File: config.mk
export PLATFORM = sky130hd
export DESIGN_NAME = miller_rabin_round_64
export DESIGN_NICKNAME = d
export VERILOG_FILES = /design/src/hw/rtl/mrr_pkg.sv /design/src/hw/rtl/mrr_mulmod.sv /design/src/hw/rtl/mrr_reduce.sv /design/src/hw/rtl/miller_rabin_round_64.sv
export SDC_FILE = /design/constraint.sdc
export NUM_CORES = 2
export LEC_CHECK = 0
export BUFFER_PORTS_ARGS = -buffer_cell sky130_fd_sc_hd__buf_2
export CAP_MARGIN = 15
export CORE_UTILIZATION = 50
export DETAILED_ROUTE_END_ITERATION = 6
export PLACE_DENSITY = 0.66
export SLEW_MARGIN = 30
export SYNTH_ARGS = -nofsm -noshare
export SYNTH_HDL_FRONTEND = slang
export SYNTH_SLANG_ARGS = --single-unit
File: constraint.sdc
create_clock -name clk -period 7.49 [get_ports clk]
set_input_delay 1.498 -clock clk [delete_from_list [all_inputs] [get_ports clk]]
set_output_delay 1.498 -clock clk [all_outputs]
set_load 0.01 [all_outputs]
File: src/hw/rtl/mrr_pkg.sv
// package for the miller-rabin round block: payload types, sizes, sequencer states
// no dependencies
`timescale 1ns / 1ps
package mrr_pkg;

    localparam int unsigned WIDTH_DEFAULT = 64;
    localparam int unsigned FIELD_W       = 64;

    typedef struct packed {
        logic [FIELD_W-1:0] candidate;
        logic [FIELD_W-1:0] witness;
    } mrr_in_t;

    typedef struct packed {
        logic probable_prime;
        logic decided_trivially;
    } mrr_out_t;

    typedef enum logic [3:0] {
        ST_IDLE,
        ST_RED_START,
        ST_RED_WAIT,
        ST_SPLIT,
        ST_POW_MUL,
        ST_POW_MUL_WAIT,
        ST_POW_SQR,
        ST_POW_SQR_WAIT,
        ST_CHECK,
        ST_SQR,
        ST_SQR_WAIT,
        ST_DONE
    } mrr_state_t;

endpackage

File: src/hw/rtl/mrr_mulmod.sv
// bit-serial modular multiplier: acc = x * y mod m, one multiplier bit per cycle
// depends on mrr_pkg (no types used beyond widths handed in)
`timescale 1ns / 1ps
module mrr_mulmod
    import mrr_pkg::*;
#(
    parameter int unsigned WIDTH = WIDTH_DEFAULT
)
(
    input  logic             clk,
    input  logic             rst_n,
    input  logic             start,
    input  logic [WIDTH-1:0] x,
    input  logic [WIDTH-1:0] y,
    input  logic [WIDTH-1:0] m,
    output logic             busy,
    output logic [WIDTH-1:0] result
);

    logic [WIDTH-1:0] acc_reg, acc_next;
    logic [WIDTH-1:0] xs_reg, xs_next;
    logic [WIDTH-1:0] ys_reg, ys_next;
    logic             busy_reg, busy_next;
    logic [WIDTH:0]   acc_sum, dbl_sum;
    logic [WIDTH-1:0] acc_red, dbl_red;

    // exact wide sums, one subtract of the modulus where needed
    always_comb
    begin
        acc_sum = {1'b0, acc_reg} + {1'b0, xs_reg};
        acc_red = (acc_sum >= {1'b0, m}) ? WIDTH'(acc_sum - {1'b0, m}) : acc_sum[WIDTH-1:0];
        dbl_sum = {xs_reg, 1'b0};
        dbl_red = (dbl_sum >= {1'b0, m}) ? WIDTH'(dbl_sum - {1'b0, m}) : dbl_sum[WIDTH-1:0];
    end

    always_comb
    begin
        acc_next  = acc_reg;
        xs_next   = xs_reg;
        ys_next   = ys_reg;
        busy_next = busy_reg;
        if (start)
        begin
            acc_next  = '0;
            xs_next   = x;
            ys_next   = y;
            busy_next = 1'b1;
        end
        else if (busy_reg)
        begin
            if (ys_reg == '0)
                busy_next = 1'b0;
            else
            begin
                if (ys_reg[0])
                    acc_next = acc_red;
                xs_next = dbl_red;
                ys_next = ys_reg >> 1;
            end
        end
    end

    always_ff @(posedge clk or negedge rst_n)
    begin
        if (!rst_n)
            busy_reg <= 1'b0;
        else
            busy_reg <= busy_next;
    end

    always_ff @(posedge clk)
    begin
        acc_reg <= acc_next;
        xs_reg  <= xs_next;
        ys_reg  <= ys_next;
    end

    assign busy   = busy_reg;
    assign result = acc_reg;

endmodule

File: src/hw/rtl/mrr_reduce.sv
// bit-serial remainder: r = a mod m by restoring shift-subtract, one bit per cycle
// depends on mrr_pkg for the default width
`timescale 1ns / 1ps
module mrr_reduce
    import mrr_pkg::*;
#(
    parameter int unsigned WIDTH = WIDTH_DEFAULT
)
(
    input  logic             clk,
    input  logic             rst_n,
    input  logic             start,
    input  logic [WIDTH-1:0] a,
    input  logic [WIDTH-1:0] m,
    output logic             busy,
    output logic [WIDTH-1:0] result
);

    localparam int unsigned CNT_W = $clog2(WIDTH + 1);

    logic [WIDTH-1:0] rem_reg, rem_next;
    logic [WIDTH-1:0] dsh_reg, dsh_next;
    logic [CNT_W-1:0] cnt_reg, cnt_next;
    logic             busy_reg, busy_next;
    logic [WIDTH:0]   trial;

    always_comb
    begin
        trial     = {rem_reg, dsh_reg[WIDTH-1]};
        rem_next  = rem_reg;
        dsh_next  = dsh_reg;
        cnt_next  = cnt_reg;
        busy_next = busy_reg;
        if (start)
        begin
            rem_next  = '0;
            dsh_next  = a;
            cnt_next  = CNT_W'(WIDTH);
            busy_next = 1'b1;
        end
        else if (busy_reg)
        begin
            if (cnt_reg == '0)
                busy_next = 1'b0;
            else
            begin
                rem_next = (trial >= {1'b0, m}) ? WIDTH'(trial - {1'b0, m})
                                                : trial[WIDTH-1:0];
                dsh_next = dsh_reg << 1;
                cnt_next = cnt_reg - 1'b1;
            end
        end
    end

    always_ff @(posedge clk or negedge rst_n)
    begin
        if (!rst_n)
        begin
            busy_reg <= 1'b0;
            cnt_reg  <= '0;
        end
        else
        begin
            busy_reg <= busy_next;
            cnt_reg  <= cnt_next;
        end
    end

    always_ff @(posedge clk)
    begin
        rem_reg <= rem_next;
        dsh_reg <= dsh_next;
    end

    assign busy   = busy_reg;
    assign result = rem_reg;

endmodule

File: src/hw/rtl/miller_rabin_round_64.sv
// One strong-probable-prime round per item: a candidate n and a witness a go in,
// probable_prime and decided_trivially come out. Trivial candidates (below 2, 2, 3,
// even) go from acceptance straight to ST_DONE and on into the output register.
// Otherwise the witness is first reduced mod n, n-1 is split into d*2^s one bit per
// cycle, then a^d mod n is formed by square-and-multiply and up to s-1 squarings
// follow. Every modular product goes through one shared bit-serial multiplier.
// One item at a time; the result waits in an output register while the next item
// is already taken.
// depends on mrr_pkg, mrr_mulmod, mrr_reduce
`timescale 1ns / 1ps
module miller_rabin_round_64
    import mrr_pkg::*;
#(
    parameter int unsigned WIDTH = WIDTH_DEFAULT
)
(
    input  logic     clk,
    input  logic     rst_n,
    input  logic     in_valid,
    output logic     in_ready,
    input  mrr_in_t  in_data,
    output logic     out_valid,
    input  logic     out_ready,
    output mrr_out_t out_data
);

    localparam int unsigned CNT_W = $clog2(WIDTH + 1);

    mrr_state_t state_reg, state_next;

    logic [WIDTH-1:0] n_reg, n_next;
    logic [WIDTH-1:0] a_reg, a_next;
    logic [WIDTH-1:0] e_reg, e_next;      // exponent shifted out one bit per step
    logic [WIDTH-1:0] x_reg, x_next;      // accumulator of the power
    logic [CNT_W-1:0] s_reg, s_next;
    logic             first_reg, first_next;  // no squaring done yet
    mrr_out_t         res_reg, res_next;
    logic             ovalid_reg, ovalid_next;
    mrr_out_t         odata_reg, odata_next;

    logic             mul_start, red_start;
    logic [WIDTH-1:0] mul_x, mul_y;
    logic             mul_busy, red_busy;
    logic [WIDTH-1:0] mul_res, red_res;

    logic [WIDTH-1:0] cand, wit, nm1;
    logic             busy_item;
    logic             pass_now;

    assign cand = in_data.candidate[WIDTH-1:0];
    assign wit  = in_data.witness[WIDTH-1:0];
    assign nm1  = n_reg - 1'b1;

    // x = 1 only counts before any squaring
    assign pass_now = (first_reg && x_reg == WIDTH'(1)) || x_reg == nm1;

    mrr_mulmod #(.WIDTH(WIDTH)) u_mul (
        .clk    (clk),
        .rst_n  (rst_n),
        .start  (mul_start),
        .x      (mul_x),
        .y      (mul_y),
        .m      (n_reg),
        .busy   (mul_busy),
        .result (mul_res)
    );

    mrr_reduce #(.WIDTH(WIDTH)) u_red (
        .clk    (clk),
        .rst_n  (rst_n),
        .start  (red_start),
        .a      (a_reg),
        .m      (n_reg),
        .busy   (red_busy),
        .result (red_res)
    );

    assign busy_item = (state_reg != ST_IDLE);
    assign in_ready  = !busy_item;

    // next state
    always_comb
    begin
        state_next = state_reg;
        case (state_reg)
            ST_IDLE:
                if (in_valid && in_ready)
                    state_next = (cand < WIDTH'(4) || !cand[0]) ? ST_DONE : ST_RED_START;
            ST_RED_START:    state_next = ST_RED_WAIT;
            ST_RED_WAIT:     if (!red_busy) state_next = ST_SPLIT;
            ST_SPLIT:        if (e_reg[0]) state_next = ST_POW_MUL;
            ST_POW_MUL:      state_next = ST_POW_MUL_WAIT;
            ST_POW_MUL_WAIT: if (!mul_busy) state_next = ST_POW_SQR;
            ST_POW_SQR:      state_next = (e_reg == '0) ? ST_CHECK : ST_POW_SQR_WAIT;
            ST_POW_SQR_WAIT: if (!mul_busy) state_next = ST_POW_MUL;
            ST_CHECK:
                if (pass_now || s_reg <= CNT_W'(1))
                    state_next = ST_DONE;
                else
                    state_next = ST_SQR;
            ST_SQR:          state_next = ST_SQR_WAIT;
            ST_SQR_WAIT:     if (!mul_busy) state_next = ST_CHECK;
            ST_DONE:
                if (!ovalid_reg || out_ready)
                    state_next = ST_IDLE;
            default:         state_next = ST_IDLE;
        endcase
    end

    // datapath and outputs
    always_comb
    begin
        n_next      = n_reg;
        a_next      = a_reg;
        e_next      = e_reg;
        x_next      = x_reg;
        s_next      = s_reg;
        first_next  = first_reg;
        res_next    = res_reg;
        ovalid_next = ovalid_reg;
        odata_next  = odata_reg;
        mul_start   = 1'b0;
        red_start   = 1'b0;
        mul_x       = x_reg;
        mul_y       = x_reg;
        if (ovalid_reg && out_ready)
            ovalid_next = 1'b0;
        case (state_reg)
            ST_IDLE:
                if (in_valid && in_ready)
                begin
                    n_next = cand;
                    a_next = wit;
                    res_next.decided_trivially = 1'b1;
                    res_next.probable_prime    = (cand == WIDTH'(2) || cand == WIDTH'(3));
                end
            ST_RED_START:
            begin
                red_start  = 1'b1;
                e_next     = nm1;
                s_next     = '0;
                x_next     = WIDTH'(1);
                first_next = 1'b1;
            end
            ST_RED_WAIT:
                if (!red_busy)
                    a_next = red_res;
            ST_SPLIT:
                if (!e_reg[0])
                begin
                    e_next = e_reg >> 1;
                    s_next = s_reg + 1'b1;
                end
            ST_POW_MUL:
            begin
                // multiply only when the current exponent bit is set
                if (e_reg[0])
                begin
                    mul_start = 1'b1;
                    mul_x     = x_reg;
                    mul_y     = a_reg;
                end
            end
            ST_POW_MUL_WAIT:
                if (!mul_busy && e_reg[0])
                    x_next = mul_res;
            ST_POW_SQR:
            begin
                e_next = e_reg >> 1;
                if ((e_reg >> 1) != '0)
                begin
                    mul_start = 1'b1;
                    mul_x     = a_reg;
                    mul_y     = a_reg;
                end
            end
            ST_POW_SQR_WAIT:
                if (!mul_busy)
                    a_next = mul_res;
            ST_CHECK:
                if (pass_now || s_reg <= CNT_W'(1))
                begin
                    res_next.decided_trivially = 1'b0;
                    res_next.probable_prime    = pass_now;
                end
            ST_SQR:
            begin
                mul_start  = 1'b1;
                mul_x      = x_reg;
                mul_y      = x_reg;
                s_next     = s_reg - 1'b1;
                first_next = 1'b0;
            end
            ST_SQR_WAIT:
                if (!mul_busy)
                    x_next = mul_res;
            ST_DONE:
                if (!ovalid_reg || out_ready)
                begin
                    ovalid_next = 1'b1;
                    odata_next  = res_reg;
                end
            default: ;
        endcase
    end

    always_ff @(posedge clk or negedge rst_n)
    begin
        if (!rst_n)
        begin
            state_reg  <= ST_IDLE;
            ovalid_reg <= 1'b0;
        end
        else
        begin
            state_reg  <= state_next;
            ovalid_reg <= ovalid_next;
        end
    end

    always_ff @(posedge clk)
    begin
        n_reg     <= n_next;
        a_reg     <= a_next;
        e_reg     <= e_next;
        x_reg     <= x_next;
        s_reg     <= s_next;
        first_reg <= first_next;
        res_reg   <= res_next;
        odata_reg <= odata_next;
    end

    assign out_valid = ovalid_reg;
    assign out_data  = odata_reg;

endmodule

---- After elaboration in Yosys (flattened, before gate mapping) ----
Cells that the tools add are included.
storage, ports and cells
  bits in registers ....................... 602
  logic and storage cells ................. 159
  output and inout port bits .............. 4
  bits of input ports ..................... 132
operators by class
  add/sub/neg operators ................... 8
  reduce and logical (&&, ||, !) cells .... 39
  order comparisons ....................... 5
  multiplexer cells ....................... 57
  bitwise operators ....................... 2
  equality and inequality tests ........... 27
operators by type and width
  kind                   number
  $mux 64                20
  $pmux 64 s3            3
  $ge 65x64->1           3
  $sub 64x64->64         3
  $eq 64x2->1 const B    2
  $logic_not 64->1       2
  $pmux 64 s2            1
  $add 64x64->65         1
  $eq 64x1->1 const B    1
  $eq 64x64->1           1
  $lt 64x3->1 const B    1
  $reduce_bool 64->1     1
  $sub 64x1->64 const B  1
  $pmux 4 s12            1
  $mux 4                 9
  $mux 7                 4
  $ne 2x2->1 const B     12
  $pmux 7 s3             1
  $eq 4x3->1 const B     4
  $eq 4x4->1 const B     4
  $reduce_and 2->1       7
  $sub 7x1->7 const B    2
  $mux 1                 12
  $reduce_bool 3->1      4
  19 further kinds       38

---- Logic depth before layout (Yosys ltp) ----
  word-level depth ........................ 6
  gate-level depth with buffers ........... 26
  gate-level depth less buffers ........... 23

---- By module ----
A second synthesis with hierarchy kept.
unflattened totals
  cells, all modules ...................... 5205
  area, all modules ....................... 46558.4 um2
modules (own cells, without submodules)
  module                 times used  area each (um2)  seq. area each (um2)  cells an instance
  mrr_mulmod             1           20912.6          5149.9                2589
  miller_rabin_round_64  1           15691.3          8172.8                1470
  mrr_reduce             1           9954.5           3403.3                1146

---- Worst setup path after synthesis ----
OpenSTA, ideal clock, no wires.
  path kind ............................... register -> register
  start ................................... register u_mul.xs_reg[0]
  end ..................................... register u_mul.acc_reg[37], in the netlist u_mul.result[37]
  path buffers ............................ 3
  setup time .............................. 132 ps
  clock period less this slack ............ 6269 ps
  path slack .............................. 1221 ps
  data required time ...................... 7358 ps
  cell stages (with the launch flop) ...... 26
  arrival time ............................ 6137 ps
  path through ............................ edfxtp_1 -> ha_1 -> fa_1 -> a211o_1 -> a2111oi_0 -> o211ai_1 -> a21oi_1 -> o31ai_1 -> a31o_2 -> a21bo_2 -> a21oi_1 -> xnor2_1 -> ha_1 -> clkbuf_1 -> nand4_1 -> nor3_1 -> nand4_1 -> nor4b_1 -> nand3b_1 -> o211ai_1 -> a41o_1 -> a21o_1 -> clkbuf_1 -> buf_1 -> mux2i_1 -> a21oi_1
on the way
  word-level cells in the longest chain between the ends .. 3
  elaborated cells on any way between the ends .. 4
  classes of those cells .................. add/sub (2); order compare (1); mux (1)
RTL lines
  what                                            line              source
  start, declared                                 mrr_mulmod.sv:21  logic [WIDTH-1:0] xs_reg, xs_next;
  start signal, assigned                          mrr_mulmod.sv:74  xs_reg <= xs_next;
  $add 64x64->65 (*)                              mrr_mulmod.sv:30  acc_sum = {1'b0, acc_reg} + {1'b0, xs_reg};
  $sub 64x64->64 or $ge 65x64->1 (tied branches)  mrr_mulmod.sv:31  acc_red = (acc_sum >= {1'b0, m}) ? WIDTH'(acc_sum - {1'b0, m}) : acc_sum[WIDTH-1:0];
  $mux 64 (*)                                     mrr_mulmod.sv:31
  end signal, assigned                            mrr_mulmod.sv:73  acc_reg <= acc_next;
  end, declared                                   mrr_mulmod.sv:20  logic [WIDTH-1:0] acc_reg, acc_next;
Mark *: on every way between the ends. The rest lies on a longest branch, timed or not.
A chain may end at the register's enable or synchronous reset.

---- Worst setup path after layout ----
  start ................................... register u_mul.xs_reg[0]
  end ..................................... register u_mul.acc_reg[35], in the netlist u_mul.result[35]
The elaborated chain is that of the path after synthesis.

==> out/qor.csv <==
metric,value,unit
top-level port count,136,
vias in the first global route,37999,
footprint of the multi-input gates,0.0271,mm2
worst hold start,res_reg[1],
DP Worst Slack,0.355,ns
beginning of the worst register-to-register path,u_mul.xs_reg[0],
Die Y,303,um
Seq cells post-synth,602,
"Reg clk slew, reported paths",0.06,ns
number of CTS-inserted buffers,74,
final WL,174000,um
Die Wd,303,um
minimum clock period,7.09,ns
Row Count,109,
library cells used by synthesis,90,
syn nets,5652,
Mapped Area,0.0452,mm2
register area,0.0167,mm2
Final setup viols,0,
setup tns final,0,ns
crit start category,register,
Worst EP arrival,7.68,ns
CTS Buffer Depth,3,
CP bufs+invs,2,
max-slew violation count,0,
CP Cell Sequence,ha_1 > fa_1 > a211o_1 > a2111oi_0 > buf_4 > o211ai_1 > a21oi_1 > o31ai_1 > a31o_2 > a21bo_2 > a21oi_1 > xnor2_1 > ha_1 > nand4_1 > nor3_1 > nand4_1 > nor4b_1 > buf_4 > nand3b_1 > o211ai_1 > a41o_1 > a21oi_2 > or4_1 > a21oi_1,
"commonest non-fill, non-tap cells in the layout","nand2_1 (761), a21oi_1 (479), edfxtp_1 (460), o21ai_0 (424), nor2_1 (314)",
top achievable clock speed,0.141,GHz
"commonest non-fill, non-tap cell in the layout",nand2_1,
Post-CTS Repair Setup Buffers,0,
H-tree depth,3,
critical path's most frequent cell,a21oi_1,
initial antenna violation count,8,
Detail Route Antenna Nets,0,
Final nets,5659,
port buffer count,135,
clk_skew,0.0376,ns
initial DRC count,4926,
Post-CTS Resized,0,
RePlAce Congestion,1.03,
power per cell area,147,mW/mm2
"slowest stage cell, crit path",or4_1,
grt total ovfl,0,
ratio of cells with drive above 1 in the final layout,0.0729,
largest net degree at the start of global routing,132,
routed via count,41749,
die area,0.0916,mm2
Max-Cap Viols,0,
CTS sink cnt,602,
Initial Util,0.508,
slew margin rel.,0.207,
Worst EP required,8.08,ns
Syn Inst Count,5254,
VDD IR max,0.143,mV
DP Area,0.0471,mm2
worst setup margin,0.403,ns
CP max stage delay,0.64,ns
worst setup path start,u_mul.xs_reg[0],
crit end category,register,
CTS tree,yes,
total track usage,0.372,
crit share post-route,0.946,
drc violations,0,
routed len/inst,26.9,um
vias per cell,6.43,
Detail Placement HPWL,138000,um
endpoints failing hold,0,
final core occ,0.558,
Synth Warn #,0,
global-route wire length before repair,250000,um
Post-synth EDFFs,460,
Area Overhead vs Synth,9.70,%
Worst-Margin Slew,1.16,ns
"Max FO, Critical Path",14,
ys async rst share,0.0233,
WS Path Type,register to register,
hold crit path type,register to register,
unrepaired setup endpoints after global routing,no,
Final Power,0.00731,W
clock root buffer,clkbuf_16,
critical path's top delay family,compound AO/OA/AOI/OAI gates,
clock latency on the worst-skew pair,0.66,ns
synthesized area per cell,8.61,um2
core area,0.0889,mm2
drt first pass iters,6,
Filler cells,8248,
"Top FF cell, synth",edfxtp_1,
Leakage,19.1,nW
# hold bufs at CTS,0,
status,"finished, final reports clean",
"Seq/Total Area, Yosys",0.370,
fin area,0.0496,mm2
## synthesized netlist by cell type (all sizes together) (9+ instances only)
cell,instances,area [um2]
nor2b,116,726
or4,17,135
mux2i,163,1630
dfrtp,14,350
or2,11,68.8
a21oi,482,2410
a21o,164,1230
ha,262,3280
a211oi,85,638
buf,23,95.1
nand2b,35,219
nor3,107,552
a22oi,73,548
or3,22,138
and2,26,163
xnor2,217,1900
o211ai,55,413
edfxtp,460,13800
o211a,15,150
and4,11,98.8
o2111ai,9,78.8
o21ai,428,2140
nor4,103,684
a31o,9,78.8
o22ai,9,56.3
o21a,37,278
dfxtp,128,2560
inv,158,593
nor2,321,1210
a41oi,13,114
and3,43,269
nand3,85,425
a221oi,10,87.6
clkbuf,252,946
a31oi,37,231
o31ai,31,238
o21bai,58,435
a211o,16,140
nand3b,14,105
a21boi,18,135
a2111oi,12,105
xor2,133,1160
nand2,762,2860
nand4,105,678
## per-stage QoR
step,hold slack (ns),instances
final,0.420,6488
after global routing,0.433,6486
after CTS,0.420,6483
after detailed placement,0.405,6348
after global placement,0.406,6347
after floorplan,0.400,5254
## where the power goes
part	internal [W]	leakage, nW	switching [W]
Combinational	0.0000259	12.6	0.0000258
Clock	0.00215	1.20	0.00156
Sequential	0.00355	5.27	0.0000000000000000000117
## area by class of cell
type                       instances  share of cell area
antenna                            3            0.000151
timing repair buffer             205              0.0260
multi-input combinational       4218               0.545
inverter                         160              0.0121
clock inverter                    37             0.00855
sequential                       602               0.337
tap                             1165              0.0294
clock buffer                      98              0.0412
## metal layers
| metal | global-route usage | part of all wire |
|---|---|---|
| met1 | 0.554 | 0.44 |
| met2 | 0.515 | 0.40 |
| met3 | 0.0834 | 0.11 |
| met4 | 0.151 | 0.045 |
| met5 | 0 | 0 |
## cells by family (layout without fill, tap and decap cells)
family,after synthesis,after routing,synth area share
and+or+nand+nor,1800,1800,0.188
AOI/OAI and AO/OA,1632,1633,0.225
xor gates and xnor gates,353,353,0.0693
other,0,3,0
buffers and inverters,435,500,0.0363
DFF,602,602,0.370
muxes,166,166,0.0368
adders and majority gates,266,266,0.0743
## final timing paths
kind | depth (start not counted) | slack, ns | end
max | 24 | 0.40 | u_mul.result[35]
min | 0 | 0.42 | out_data[1]
max reg2reg | 24 | 0.40 | u_mul.result[35]
min reg2reg | 0 | 0.42 | out_data[1]
max in group asynchronous | 1 | 6.50 | state_reg[1]
min in group asynchronous | 1 | 0.73 | u_red.cnt_reg[0]
(Power assumes the default switching activity.)
